[config.mk]
export PLATFORM = sky130hd
export DESIGN_NAME = stream_cipher_rollback_key_recovery_core
export DESIGN_NICKNAME = d
export VERILOG_FILES = /design/src/design/scrk_pkg.sv /design/src/design/scrk_shift_unit.sv /design/src/design/scrk_sequencer.sv /design/src/design/stream_cipher_rollback_key_recovery_core.sv
export SDC_FILE = /design/constraint.sdc
export NUM_CORES = 1
export LEC_CHECK = 0
export BUFFER_PORTS_ARGS = -buffer_cell sky130_fd_sc_hd__buf_4
export CAP_MARGIN = 10
export CORE_UTILIZATION = 40
export CTS_CLUSTER_SIZE = 16
export DETAILED_ROUTE_END_ITERATION = 6
export GPL_TIMING_DRIVEN = 0
export PLACE_DENSITY = 0.63
export SETUP_SLACK_MARGIN = 0.3
export SLEW_MARGIN = 20
export SYNTH_ARGS = -nofsm -noshare
export SYNTH_HDL_FRONTEND = slang
export SYNTH_SLANG_ARGS = --single-unit
[constraint.sdc]
create_clock -name clk -period 5.69 [get_ports clk]
set_input_delay 0.569 -clock clk [delete_from_list [all_inputs] [get_ports clk]]
set_output_delay 0.569 -clock clk [all_outputs]
set_load 0.1 [all_outputs]
[src/design/scrk_pkg.sv]
// ----------------------------------------------------------------------------
// scrk_pkg: shared constants and functions
// Feedback taps, filter tables and byte-reversal helpers for the
// cipher state rollback and key recovery core.
// ----------------------------------------------------------------------------
package scrk_pkg;

  localparam int StateW = 48;
  localparam int WordW  = 32;
  localparam int KeySteps = 32;

  // feedback taps of one rollback step
  localparam logic [StateW-1:0] FbTaps = 48'hE700_2260_80E6;

  localparam logic [15:0] TabFa = 16'b0010_1100_0111_1001;
  localparam logic [15:0] TabFb = 16'b0110_0110_0111_0001;
  localparam logic [31:0] TabFc = 32'b0111_1001_0000_0111_0010_1000_0111_1011;

  // configuration register indexes
  localparam logic [4:0] CfgTagUid     = 5'd0;
  localparam logic [4:0] CfgReaderNonce = 5'd1;

  function automatic logic [7:0] rev8(input logic [7:0] b);
    logic [7:0] r;
    for (int i = 0; i < 8; i++) begin
      r[7-i] = b[i];
    end
    return r;
  endfunction

  function automatic logic [WordW-1:0] rev_bytes32(input logic [WordW-1:0] v);
    logic [WordW-1:0] r;
    for (int i = 0; i < 4; i++) begin
      r[8*i +: 8] = rev8(v[8*i +: 8]);
    end
    return r;
  endfunction

  function automatic logic [StateW-1:0] rev_bytes48(input logic [StateW-1:0] v);
    logic [StateW-1:0] r;
    for (int i = 0; i < 6; i++) begin
      r[8*i +: 8] = rev8(v[8*i +: 8]);
    end
    return r;
  endfunction

  function automatic logic filter_bit(input logic [StateW-1:0] s);
    logic a0, b0, b1, b2, a1;
    a0 = TabFa[{s[5], s[4], s[2], s[1]}];
    b0 = TabFb[{s[14], s[13], s[11], s[7]}];
    b1 = TabFb[{s[25], s[22], s[20], s[16]}];
    b2 = TabFb[{s[32], s[30], s[28], s[27]}];
    a1 = TabFa[{s[45], s[43], s[42], s[33]}];
    return TabFc[{a1, b2, b1, b0, a0}];
  endfunction

endpackage

[src/design/scrk_shift_unit.sv]
// ----------------------------------------------------------------------------
// scrk_shift_unit: shared state shifter
// Holds the 48-bit cipher state and moves it one step per cycle while a step is requested,
// either a linear rollback step or a key step that feeds the identifier bit in.
// ----------------------------------------------------------------------------
module scrk_shift_unit (
  input  logic                          clk,
  input  logic                          load,
  input  logic [scrk_pkg::StateW-1:0]   load_state,
  input  logic                          roll_step,
  input  logic                          key_step,
  input  logic                          uid_bit,
  input  logic                          nonce_bit,
  output logic [scrk_pkg::StateW-1:0]   state,
  output logic                          key_bit
);

  logic lin_fb;

  assign lin_fb  = ^(state & scrk_pkg::FbTaps);
  assign key_bit = scrk_pkg::filter_bit(state) ^ state[scrk_pkg::StateW-1] ^ nonce_bit;

  always_ff @(posedge clk) begin
    if (load) begin
      state <= load_state;
    end else if (roll_step) begin
      state <= {state[scrk_pkg::StateW-2:0], lin_fb};
    end else if (key_step) begin
      state <= {state[scrk_pkg::StateW-2:0], uid_bit};
    end
  end

endmodule

[src/design/scrk_sequencer.sv]
// ----------------------------------------------------------------------------
// scrk_sequencer: step sequencer
// Counts rollback steps, then 32 key steps, and collects key bits,
// identifier and nonce words as the shared unit runs.
// ----------------------------------------------------------------------------
module scrk_sequencer (
  input  logic                          clk,
  input  logic                          rst,
  input  logic                          start,
  input  logic [7:0]                    steps,
  input  logic [scrk_pkg::WordW-1:0]    uid_word,
  input  logic [scrk_pkg::WordW-1:0]    nonce_word,
  input  logic [scrk_pkg::StateW-1:0]   state,
  input  logic                          key_bit,
  output logic                          busy,
  output logic                          load,
  output logic                          roll_step,
  output logic                          key_step,
  output logic                          uid_bit,
  output logic                          nonce_bit,
  output logic                          done,
  output logic [scrk_pkg::StateW-1:0]   key_raw
);

  localparam logic [1:0] S_IDLE = 2'd0;
  localparam logic [1:0] S_ROLL = 2'd1;
  localparam logic [1:0] S_KEY  = 2'd2;

  logic [1:0]                  fsm, fsm_next;
  logic [7:0]                  cnt;
  logic [scrk_pkg::WordW-1:0]  u, v, k;
  logic [15:0]                 low16;

  assign busy      = (fsm != S_IDLE);
  assign load      = start && !busy;
  assign roll_step = (fsm == S_ROLL) && (cnt != 8'd0);
  assign key_step  = (fsm == S_KEY);
  assign uid_bit   = u[scrk_pkg::WordW-1];
  assign nonce_bit = v[scrk_pkg::WordW-1];
  assign key_raw   = {k, low16};

  always_comb begin
    fsm_next = fsm;
    unique case (fsm)
      S_IDLE: if (load) fsm_next = S_ROLL;
      S_ROLL: if (cnt == 8'd0) fsm_next = S_KEY;
      S_KEY:  if (cnt == 8'(scrk_pkg::KeySteps - 1)) fsm_next = S_IDLE;
      default: fsm_next = S_IDLE;
    endcase
  end

  always_ff @(posedge clk) begin
    if (rst) begin
      fsm  <= S_IDLE;
      done <= 1'b0;
    end else begin
      fsm  <= fsm_next;
      done <= key_step && (cnt == 8'(scrk_pkg::KeySteps - 1));
    end
  end

  always_ff @(posedge clk) begin
    if (load) begin
      cnt <= steps;
      u   <= uid_word;
      v   <= nonce_word;
    end else if (fsm == S_ROLL) begin
      if (cnt == 8'd0) begin
        // capture the rolled state's low half before key steps begin
        low16 <= state[15:0];
      end else begin
        cnt <= cnt - 8'd1;
      end
    end else if (key_step) begin
      k   <= {k[scrk_pkg::WordW-2:0], key_bit};
      u   <= {u[scrk_pkg::WordW-2:0], 1'b0};
      v   <= {v[scrk_pkg::WordW-2:0], 1'b0};
      cnt <= cnt + 8'd1;
    end
  end

endmodule

[src/design/stream_cipher_rollback_key_recovery_core.sv]
// busy stays high from the accepting edge until done; start is not accepted while busy.
// Reset: synchronous, active high; clears the sequencer FSM and done flag and both config regs.
// The receiver cannot stall: recovered_key holds after done until the next job ends its rollback steps.
// ----------------------------------------------------------------------------
// stream_cipher_rollback_key_recovery_core: top level
// Rolls a cipher state back, runs 32 key steps and returns the key.
// ----------------------------------------------------------------------------
module stream_cipher_rollback_key_recovery_core (
  input  logic         clk,
  input  logic         rst,
  input  logic         cfg_we,
  input  logic [4:0]   cfg_index,
  input  logic [31:0]  cfg_data,
  input  logic         start,
  input  logic [47:0]  observed_state,
  input  logic [7:0]   rollback_steps,
  output logic         busy,
  output logic         done,
  output logic [47:0]  recovered_key
);

  logic [31:0] tag_uid, reader_nonce;
  logic        load, roll_step, key_step, uid_bit, nonce_bit, key_bit;
  logic [47:0] state, key_raw;

  always_ff @(posedge clk) begin
    if (rst) begin
      tag_uid      <= '0;
      reader_nonce <= '0;
    end else if (cfg_we) begin
      if (cfg_index == scrk_pkg::CfgTagUid) tag_uid <= cfg_data;
      else if (cfg_index == scrk_pkg::CfgReaderNonce) reader_nonce <= cfg_data;
    end
  end

  scrk_sequencer u_seq (
    .clk        (clk),
    .rst        (rst),
    .start      (start),
    .steps      (rollback_steps),
    .uid_word   (scrk_pkg::rev_bytes32(tag_uid)),
    .nonce_word (scrk_pkg::rev_bytes32(reader_nonce)),
    .state      (state),
    .key_bit    (key_bit),
    .busy       (busy),
    .load       (load),
    .roll_step  (roll_step),
    .key_step   (key_step),
    .uid_bit    (uid_bit),
    .nonce_bit  (nonce_bit),
    .done       (done),
    .key_raw    (key_raw)
  );

  scrk_shift_unit u_shift (
    .clk        (clk),
    .load       (load),
    .load_state (observed_state),
    .roll_step  (roll_step),
    .key_step   (key_step),
    .uid_bit    (uid_bit),
    .nonce_bit  (nonce_bit),
    .state      (state),
    .key_bit    (key_bit)
  );

  assign recovered_key = scrk_pkg::rev_bytes48(key_raw);

`ifndef SYNTHESIS
  a_done_ends_busy: assert property (@(posedge clk) disable iff (rst)
    done |-> !busy && $past(busy))
    else $error("done without a finishing job");

  a_no_step_idle: assert property (@(posedge clk) disable iff (rst)
    !busy |-> !roll_step && !key_step)
    else $error("shift unit stepping while idle");

  a_start_busy: assert property (@(posedge clk) disable iff (rst)
    (start && !busy) |=> busy)
    else $error("accepted item did not raise busy");
`endif

endmodule

After elaboration in Yosys (flattened, before gate mapping). Memory sizes are Yosys's and may differ from the RTL's. A register that Yosys moved wholly into a read port is not among the register bits. Index checks and enable logic that the tools add are counted.

Bits in registers: 235. Bits in latches: 0. RAM bits: 0. Bits in read-only memories: 112. Logic and storage cells: 86. Memories: 6.

Memory list: (name not given) (words 32, bits a word 1, rd ports 1, clocked after memory_dff 0, wr ports 0, RTL line scrk_pkg.sv:54) `return TabFc[{a1, b2, b1, b0, a0}];`; (name not given) (words 16, bits a word 1, rd ports 1, clocked after memory_dff 1, wr ports 0, RTL line scrk_pkg.sv:52) `b2 = TabFb[{s[32], s[30], s[28], s[27]}];`; (name not given) (words 16, bits a word 1, rd ports 1, clocked after memory_dff 1, wr ports 0, RTL line scrk_pkg.sv:53) `a1 = TabFa[{s[45], s[43], s[42], s[33]}];`; (name not given) (words 16, bits a word 1, rd ports 1, clocked after memory_dff 1, wr ports 0, RTL line scrk_pkg.sv:51) `b1 = TabFb[{s[25], s[22], s[20], s[16]}];`; (name not given) (words 16, bits a word 1, rd ports 1, clocked after memory_dff 1, wr ports 0, RTL line scrk_pkg.sv:49) `a0 = TabFa[{s[5], s[4], s[2], s[1]}];`; (name not given) (words 16, bits a word 1, rd ports 1, clocked after memory_dff 1, wr ports 0, RTL line scrk_pkg.sv:50) `b0 = TabFb[{s[14], s[13], s[11], s[7]}];`.

Add/subtract/negate cells: 2. Multipliers: 0. Div/mod/pow operators: 0. $lt $le $gt $ge: 6. Equality and inequality tests: 9. Shift-type cells: 0. Muxes and demuxes: 28. Bitwise gates (word level): 5. Reductions and logical operators: 20.

Operators with widths (count): $mux W32 (6); $mux W48 (3); $reduce_xor A48 Y1 (1); $mux W8 (4); $lt A4 B5 Y1 const B (5); $mux W4 (5); $reduce_and A3 Y1 (4); $add A8 B1 Y8 const B (1); $eq A8 B5 Y1 const B (1); $logic_not A8 Y1 (1); $ne A2 B2 Y1 const B (4); $reduce_bool A8 Y1 (1); $sub A8 B1 Y8 const B (1); $lt A5 B6 Y1 const B (1); $mux W1 (6); $mux W2 (3); $pmux W2 S3 (1); $reduce_and A2 Y1 (3); $reduce_bool A3 Y1 (2); $eq A5 B1 Y1 const B (1); $logic_not A5 Y1 (1); $reduce_bool A2 Y1 (2); $logic_and A1 B1 Y1 (3); $ne A3 B3 Y1 const B (1); 6 further kinds (9).

Longest topological paths before layout. Gate-level depths: netlist of the first run.

Word-level depth: 6. Depth in mapped cells: 14.

Hierarchy. A second synthesis of the first run with hierarchy kept.

Cell total of the unflattened synthesis: 891. Area, all modules: 10620.2 µm².

Modules (own cells, without submodules): scrk_sequencer (times used 1, cells an instance 404, area an instance 4907.2 µm², seq. area each 3663.5 µm²); scrk_shift_unit (times used 1, cells an instance 239, area an instance 3057.9 µm², seq. area each 1541.5 µm²); stream_cipher_rollback_key_recovery_core (times used 1, cells an instance 248, area an instance 2655.0 µm², seq. area each 1281.2 µm²).

Worst setup path after synthesis of the first run. No wires, ideal clock.

Kind: register to register. Start: register u_seq.fsm[0]. End: register u_seq.u[0] in the netlist's numbering (enable). Setup time: 0.487 ns. Arrival: 4.307 ns. Required time: 5.203 ns. Slack: 0.897 ns. Stages on the path, launching flop included: 5. Path buffers: 0. Clock period less this slack: 4.793 ns. Cells stage by stage: dfxtp_1 inv_1 ha_1 nor2_1 nor2_1.

Longest elaborated chain between the ends: 5.

RTL lines: from (decl) (RTL line scrk_sequencer.sv:29) `logic [1:0] fsm, fsm_next;`; from (signal assigned) (RTL line scrk_sequencer.sv:57) `fsm <= fsm_next;`; $reduce_bool A2 Y1 (RTL line scrk_sequencer.sv:34) `assign busy = (fsm != S_IDLE);`; $logic_not A1 Y1 (RTL line scrk_sequencer.sv:35) `assign load = start && !busy;`; $logic_and A1 B1 Y1 (RTL line scrk_sequencer.sv:35); $ne A2 B2 Y1 (no line) or $reduce_bool A2 Y1 (tied branches); $reduce_and A2 Y1 (no line) (*); to (signal assigned) (RTL line scrk_sequencer.sv:65) `u <= uid_word;`; to (signal assigned) (RTL line scrk_sequencer.sv:76) `u <= {u[scrk_pkg::WordW-2:0], 1'b0};`; to (decl) (RTL line scrk_sequencer.sv:31) `logic [scrk_pkg::WordW-1:0] u, v, k;`.

Mark *: on every way between the ends. The rest lies on a longest branch, timed or not. A chain may end at the register's enable or synchronous reset.

==> metrics, run 1 <==
CTS tree=built; startpoint type of the worst setup path=flop; clock-pin slew on the worst setup and hold paths=0.06 ns; final setup violation count=0; initial antenna violation count=0; GR Layer Usage met1=25.3%; Worst EP required=6.15 ns; status=finished, final reports clean; # IOs=147; First-pass DRT Iterations=5; post-synthesis async set-or-reset flop share=0%; Core Box Area=0.0254 mm²; Die W=163 µm; final WL=24500 µm; worst skew pair latency=0.54 ns; Yosys reg bits=240; met2 usage=29.4%; area leader, netlist=edfxtp_1; # DRC=0; relative slew slack=47.1%; main area contributors after synthesis=edfxtp_1, nand2_1, dfxtp_1; Total Nets Final=1326; DR iter-0 viols=553; hold_buf cts=0; GRT busiest layer=met2; Hold Vio Cnt, Final=0; largest net degree at the start of global routing=58; PortBufs=145; die area=0.0267 mm²; first-pass GRT wire length=38300 µm; M3 GR Usage=3.00%; crit-path max FO=10; Yosys warning count=0; post-CTS sizing=0; worst hold slack=0.284 ns; number of global-route vias before repair=7371; Worst Path Arrival=3.96 ns; Cell variety after synth=58; TritonCTS buffer count=27; H-tree levels=1; total power=0.00754 W; Main synth FF type=edfxtp_1; most common cell after layout, fill and taps aside=nand2_1; row cnt=58; Sink Count=240; Starting Density=41.1%; Die Y=163 µm; hold crit path type=in2reg; post-DP HPWL=17100 µm; register area share after synthesis=62.2%; via count=7838; # Post-CTS Setup Buffers=0; syn_nets=1148; Post-synth EDFFs=168; power per cell area=579 mW/mm²; total track usage=18.2%; Antenna Nets Post-Route=0; Max Cap Violations=0; worst slew pin tran=0.793 ns; Syn Area/Cell=10.1 µm²; Syn Inst Count=1031; Fin Setup TNS=0 ns; fmax=285 MHz; most frequent cells in the layout=nand2_1, edfxtp_1, buf_4, a21oi_1, dfxtp_1; Area Growth Syn to Fin=25.0%; maximum vdd drop=0.000272 V; Max Transition Viols Final=0; Worst Setup End Kind=flop; final period utilization=61.6%; worst-case clock skew=0.00762 ns; Avg WL per Cell=15.7 µm; Synth Cell Area=0.0104 mm²; static leakage=5.27 nW; CTS root buffer=clkbuf_16; unrepaired setup endpoints after global routing=false; via/cell ratio=5.02; global route overflow=0; share of cells above drive strength 1=18.0%; routability-driven placement congestion ratio=0.857; Util after Layout=51.3%; share of the synthesized area in the top cell type=48.4%; antenna cells=0; CP Class=reg2reg; clk buf depth=3; Tmin final=3.51 ns
per-layer routing:
metal	share of wire, %	up-vias
li1	-	3835
met2	46	255
met1	45	3715
met4	1.9	0
met5	0	-
met3	6.8	33
worst paths after layout:
path	slack, ns	from	end	depth (start not counted)
worst max-delay path	2.18	u_seq.fsm[0]	flop	12
worst min-delay path	0.28	cfg_data[16]	tag_uid[16]	3
worst max register to register	2.18	u_seq.fsm[0]	flop	12
worst min register to register	0.44	u_seq.k[10]	u_seq.k[11]	0
through the flow:
stage	std cells	area [µm²]	setup WS, ns
2_1_floorplan	1031	10400	0.897
3_3_place_gp	1506	11900	-0.986
3_5_place_dp	1510	12100	2.16
4_1_cts	1560	13000	2.14
5_1_grt	1560	13000	1.88
6_report	1560	13000	2.18
Yosys cell counts, types with 4 or more instances:
cell,number
a21oi_1,74
and3_1,6
buf_1,4
buf_2,5
clkbuf_1,47
dfxtp_1,72
edfxtp_1,168
ha_1,20
inv_1,23
mux2_2,4
mux2i_1,16
nand2_1,433
nand3_1,7
nand3b_1,9
nor2_1,21
o21a_1,8
o21ai_0,10
o21ai_1,8
or3_1,5
xnor2_1,18
xor2_1,8
where the power goes:
part	total [W]	switching [W]	internal [W]	leakage [nW]
logic	0.00272	0.00171	0.00101	2.59
clock network	0.00191	0.000715	0.00119	0.483
registers	0.00292	0.000260	0.00266	2.20
total	0.00754	0.00269	0.00486	5.27
critical path, stage by stage (launching register included):
cell and delay (ns):
dfxtp_1 0.34, inv_1 0.12, ha_1 0.21, and2_1 0.13, clkbuf_1 0.42, buf_1 0.62
clkbuf_1 0.57, nand2_1 0.12, nand2_1 0.10, mux2_4 0.16, ha_1 0.15, or3b_1 0.34
a32oi_1 0.16
registers in the layout (all words and copies together) (netlist names), named ones only:
name,count
u_seq.done,1
u_seq.k,32
u_shift.state,48
u_seq.u,32
reader_nonce,32
tag_uid,32
u_seq.cnt,8
u_seq.v,32
u_seq.fsm,2
u_seq.low16,16
kinds of logic after synthesis:
logic type,share of synthesized area [%]
AO/OA/AOI/OAI,7.40
AND/OR/NAND/NOR,20.0
buffers and inverters,3.31
XOR/XNOR,2.18
adder cells (fa/ha/maj),2.40
multiplexers,2.47
flip-flops,62.2
final cells by class:
cell class	count	area (µm²)
inverter	24	90.1
clock inverter	20	295
buffer	60	255
sequential	240	6490
tap	330	413
multi-input combinational	707	3610
clock buffer	30	687
timing repair buffer	149	1200
fill	2354	12400
No activity file was read; power rests on OpenSTA's default activity.
==> inputs of run 2 (changes only) <==
--- a/config.mk
+++ b/config.mk
@@ -5,13 +5,14 @@
 export SDC_FILE = /design/constraint.sdc
 export NUM_CORES = 1
 export LEC_CHECK = 0
+export ABC_AREA = 1
 export BUFFER_PORTS_ARGS = -buffer_cell sky130_fd_sc_hd__buf_4
 export CAP_MARGIN = 10
 export CORE_UTILIZATION = 40
 export CTS_CLUSTER_SIZE = 16
 export DETAILED_ROUTE_END_ITERATION = 6
 export GPL_TIMING_DRIVEN = 0
-export PLACE_DENSITY = 0.63
+export PLACE_DENSITY = 0.65
 export SETUP_SLACK_MARGIN = 0.3
 export SLEW_MARGIN = 20
 export SYNTH_ARGS = -nofsm -noshare
==> constraint.sdc (replaced) <==
create_clock -name clk -period 3.2 [get_ports clk]
set_input_delay 0.32 -clock clk [delete_from_list [all_inputs] [get_ports clk]]
set_output_delay 0.32 -clock clk [all_outputs]
set_load 0.1 [all_outputs]
==> metrics, run 2 <==
status=finished, final reports clean (unchanged); most frequent cells in the layout=nand2_1, edfxtp_1, buf_4, dfxtp_1, inv_1 (was nand2_1, edfxtp_1, buf_4, a21oi_1, dfxtp_1); Starting Density=41.1% (about the same); Hold Path Origin=observed_state[10] (was cfg_data[16]); routability-driven placement congestion ratio=0.838 (was 0.857); clk buf depth=3 (unchanged); largest net degree at the start of global routing=58 (unchanged); largest family of logic cells by synthesized area=simple AND/OR/NAND/NOR gates (unchanged); M3 GR Usage=3.07% (was 3.00%); H-tree levels=1 (unchanged); post-DP HPWL=17100 µm (about the same); XOR/XNOR share of the synthesized area=1.67% (was 2.18%); number of global-route vias before repair=7512 (was 7371); post-synthesis mux area share=0.192% (was 2.47%); Die W=163 µm (about the same); Most flops, register=u_shift.state (unchanged); Post-synth EDFFs=168 (unchanged); Critical Path Most Common Cell=buf_2; Worst Setup End Kind=flop (unchanged); net switching power=0.00548 W (was 0.00269 W); Util after Layout=50.7% (was 51.3%); TritonCTS buffer count=26 (was 27); Synth Cell Area=0.0104 mm² (about the same); CTS root buffer=clkbuf_16 (unchanged); # DRC=0 (unchanged); Total Nets Final=1398 (was 1326); initial antenna violation count=0 (unchanged); fin cells=1631 (was 1560); Hold Vio Cnt, Final=0 (unchanged); Yosys reg bits=240 (unchanged); most frequent cells after synthesis=nand2_1, edfxtp_1, dfxtp_1, inv_1, a21oi_1 (was nand2_1, edfxtp_1, a21oi_1, dfxtp_1, clkbuf_1); worst reg2reg path startpoint=u_seq.fsm[0] (unchanged); startpoint type of the worst setup path=flop (unchanged); internal power=0.00837 W (was 0.00486 W); GRT busiest layer=met2 (unchanged); hold crit path type=in2reg (unchanged); hold endpoint=u_shift.state[10] (was tag_uid[16]); Reg power frac=39.2% (was 38.6%); Die Y=163 µm (about the same); PortBufs=145 (unchanged); CP max-delay cell=nor2_1 (was buf_1); hold_buf cts=0 (unchanged); Max Transition Viols Final=0 (unchanged); Synth Area in Simple Gates=21.5% (was 20.0%); GR Layer Usage met1=25.0% (was 25.3%); worst-case clock skew=0.00940 ns (was 0.00762 ns); Sink Count=240 (unchanged); final WL=24300 µm (was 24500 µm); fmax=376 MHz (was 285 MHz); filler cell count=2336 (was 2354); via/cell ratio=4.78 (was 5.02); combinational power share=39.9% (was 36.1%); post-synthesis async set-or-reset flop share=0% (unchanged); maximum vdd drop=0.000611 V (was 0.000272 V); Yosys warning count=0 (unchanged); Reg2Reg Depth=8 (was 12); DR iter-0 viols=538 (was 553); Worst Path Arrival=2.81 ns (was 3.96 ns); Worst EP required=3.36 ns (was 6.15 ns); antenna cells=0 (unchanged); row cnt=58 (unchanged); Synth Area in Adders=2.40% (about the same); crit-path cells=inv_1 > ha_1 > nand2_2 > inv_2 > buf_2 > buf_2 > nor3_4 > nor2_1 (was inv_1 > ha_1 > and2_1 > clkbuf_1 > buf_1 > clkbuf_1 > nand2_1 > nand2_1 > mux2_4 > ha_1 > or3b_1 > a32oi_1); # IOs=147 (unchanged); Syn Area/Cell=9.43 µm² (was 10.1 µm²); Cells on Worst Hold Path=3 (unchanged); met2 usage=30.9% (was 29.4%); die area=0.0267 mm² (about the same); Antenna Nets Post-Route=0 (unchanged); R2R setup slack=0.54 ns (was 2.18 ns); final setup violation count=0 (unchanged); Syn Inst Count=1105 (was 1031); max reg flops=48 (unchanged); placed cell area=0.0120 mm² (was 0.0121 mm²); worst r2r dst=u_seq.cnt[2]; CTS tree=built (unchanged); unrepaired setup endpoints after global routing=false (unchanged); most instantiated library cell after synthesis=nand2_1 (unchanged); Sw Ratio=39.6% (was 35.6%); area leader, netlist=edfxtp_1 (unchanged); Area Growth Syn to Fin=23.2% (was 25.0%); via count=7804 (was 7838); register area share after synthesis=62.3% (was 62.2%); Max Cap Violations=0 (unchanged); highest cell delay on the worst timing path=0.55 ns (was 0.62 ns); crit-path max FO=10 (unchanged); worst skew pair latency=0.52 ns (was 0.54 ns); share of the synthesized area in the top cell type=48.4% (about the same); share of cells above drive strength 1=18.4% (was 18.0%); Tmin final=2.66 ns (was 3.51 ns); Main synth FF type=edfxtp_1 (unchanged); most common cell after layout, fill and taps aside=nand2_1 (unchanged); worst slew pin tran=0.773 ns (was 0.793 ns); Cell variety after synth=38 (was 58); static leakage=5.47 nW (was 5.27 nW); total track usage=18.5% (was 18.2%); first-pass GRT wire length=38600 µm (was 38300 µm); Avg WL per Cell=14.9 µm (was 15.7 µm); power per cell area=1080 mW/mm² (was 579 mW/mm²); Clk network pwr share=20.9% (was 25.3%); clock-pin slew on the worst setup and hold paths=0.06 ns (about the same); Finished Cell Area=0.0128 mm² (was 0.0130 mm²); main area contributors after synthesis=edfxtp_1, nand2_1, dfxtp_1 (unchanged); Synth Area in Compound Gates=6.81% (was 7.40%); syn_nets=1222 (was 1148); global route overflow=0 (unchanged); relative slew slack=48.4% (was 47.1%); First-pass DRT Iterations=5 (unchanged); final period utilization=83.0% (was 61.6%); CP Class=reg2reg (unchanged); DP Cell Count=1582 (was 1510); Core Box Area=0.0253 mm² (was 0.0254 mm²)
==> run 2: changes by cell type after synthesis, moves of 11 or more <==
cell      delta
nand2_1     +72
inv_1       +48
o21ai_0     +30
a21oi_1     -11
clkbuf_1    -25
mux2i_1     -14
buf_2       +17
==> run 2: area by class of cell <==
| cell class | instances | area, µm² | share of cell area, % |
|---|---|---|---|
| plain buffers | 50 | 265 | 2.07 |
| clock buffers | 36 | 741 | 5.77 |
| clock inverters | 12 | 81.3 | 0.634 |
| inverters | 76 | 285 | 2.22 |
| multi-input cells | 739 | 3430 | 26.7 |
| flip-flops and latches | 240 | 6490 | 50.5 |
| well taps | 330 | 413 | 3.22 |
| repair buffers | 148 | 1140 | 8.85 |
==> run 2: what timing repair did <==
| action | 4_1_cts | 5_1_grt |
|---|---|---|
| pin swaps | 2 | 0 |
| setup buffers | 1 | 0 |
| cloned | 0 | 0 |
| setup endpoints to repair | 12 | 4 |
| gates resized for setup | 1 | 7 |
==> run 2: worst max path at each step <==
stage | start | endpoint | depth (start not counted)
after detailed placement | u_seq.fsm[0] | flop | 12
after floorplan | u_seq.fsm[0] | u_seq.u[0] | 4
after CTS | u_seq.fsm[0] | flop | 12
after global routing | u_seq.fsm[1] | u_seq.cnt[2] | 8
final | u_seq.fsm[0] | u_seq.cnt[2] | 8
after global placement | u_seq.fsm[0] | u_seq.cnt[4] | 8
==> run 2: cells by family after synthesis <==
logic type / after synthesis
muxes: 2
buffers and inverters: 126
and+or+nand+nor: 569
DFF: 240
AOI/OAI and AO/OA: 129
xor gates and xnor gates: 19
adders and majority gates: 20
==> run 2: worst max-delay path, delay by kind of cell, from the launching register on <==
| family | cells | cell delay (ns) |
|---|---|---|
| fa+ha+maj | 1 | 0.21 |
| buf+inv | 4 | 0.98 |
| flops | 1 | 0.33 |
| simple gates | 3 | 0.75 |
==> run 2: power by group through the flow <==
stage	combinational, W	sequential [W]	clock, W
2_1_floorplan	0.00338	0.00606	0
3_3_place_gp	0.00530	0.00548	0
3_5_place_dp	0.00550	0.00549	0
4_1_cts	0.00555	0.00544	0.00294
5_1_grt	0.00625	0.00555	0.00305
6_report	0.00553	0.00543	0.00289
==> run 2: layer usage <==
metal / up-vias / wire length [µm] / share of wire [%]
met2: 230 / 11300 / 46
met1: 3600 / 11000 / 45
li1: 3941 / - / -
met5: - / 0 / 0
met3: 33 / 1620 / 6.7
met4: 0 / 445 / 1.8
==> run 2: through the flow <==
step	hold slack [ns]	setup TNS, ns	power, W	setup slack [ns]
3_3_place_gp	0.430	-8.62	0.0108	-0.150
5_1_grt	0.0478	0	0.0149	0.320
2_1_floorplan	0.426	0	0.00945	0.614
4_1_cts	0.0342	0	0.0139	0.304
6_report	0.0564	0	0.0138	0.543
3_5_place_dp	0.434	-0.0192	0.0110	-0.0192
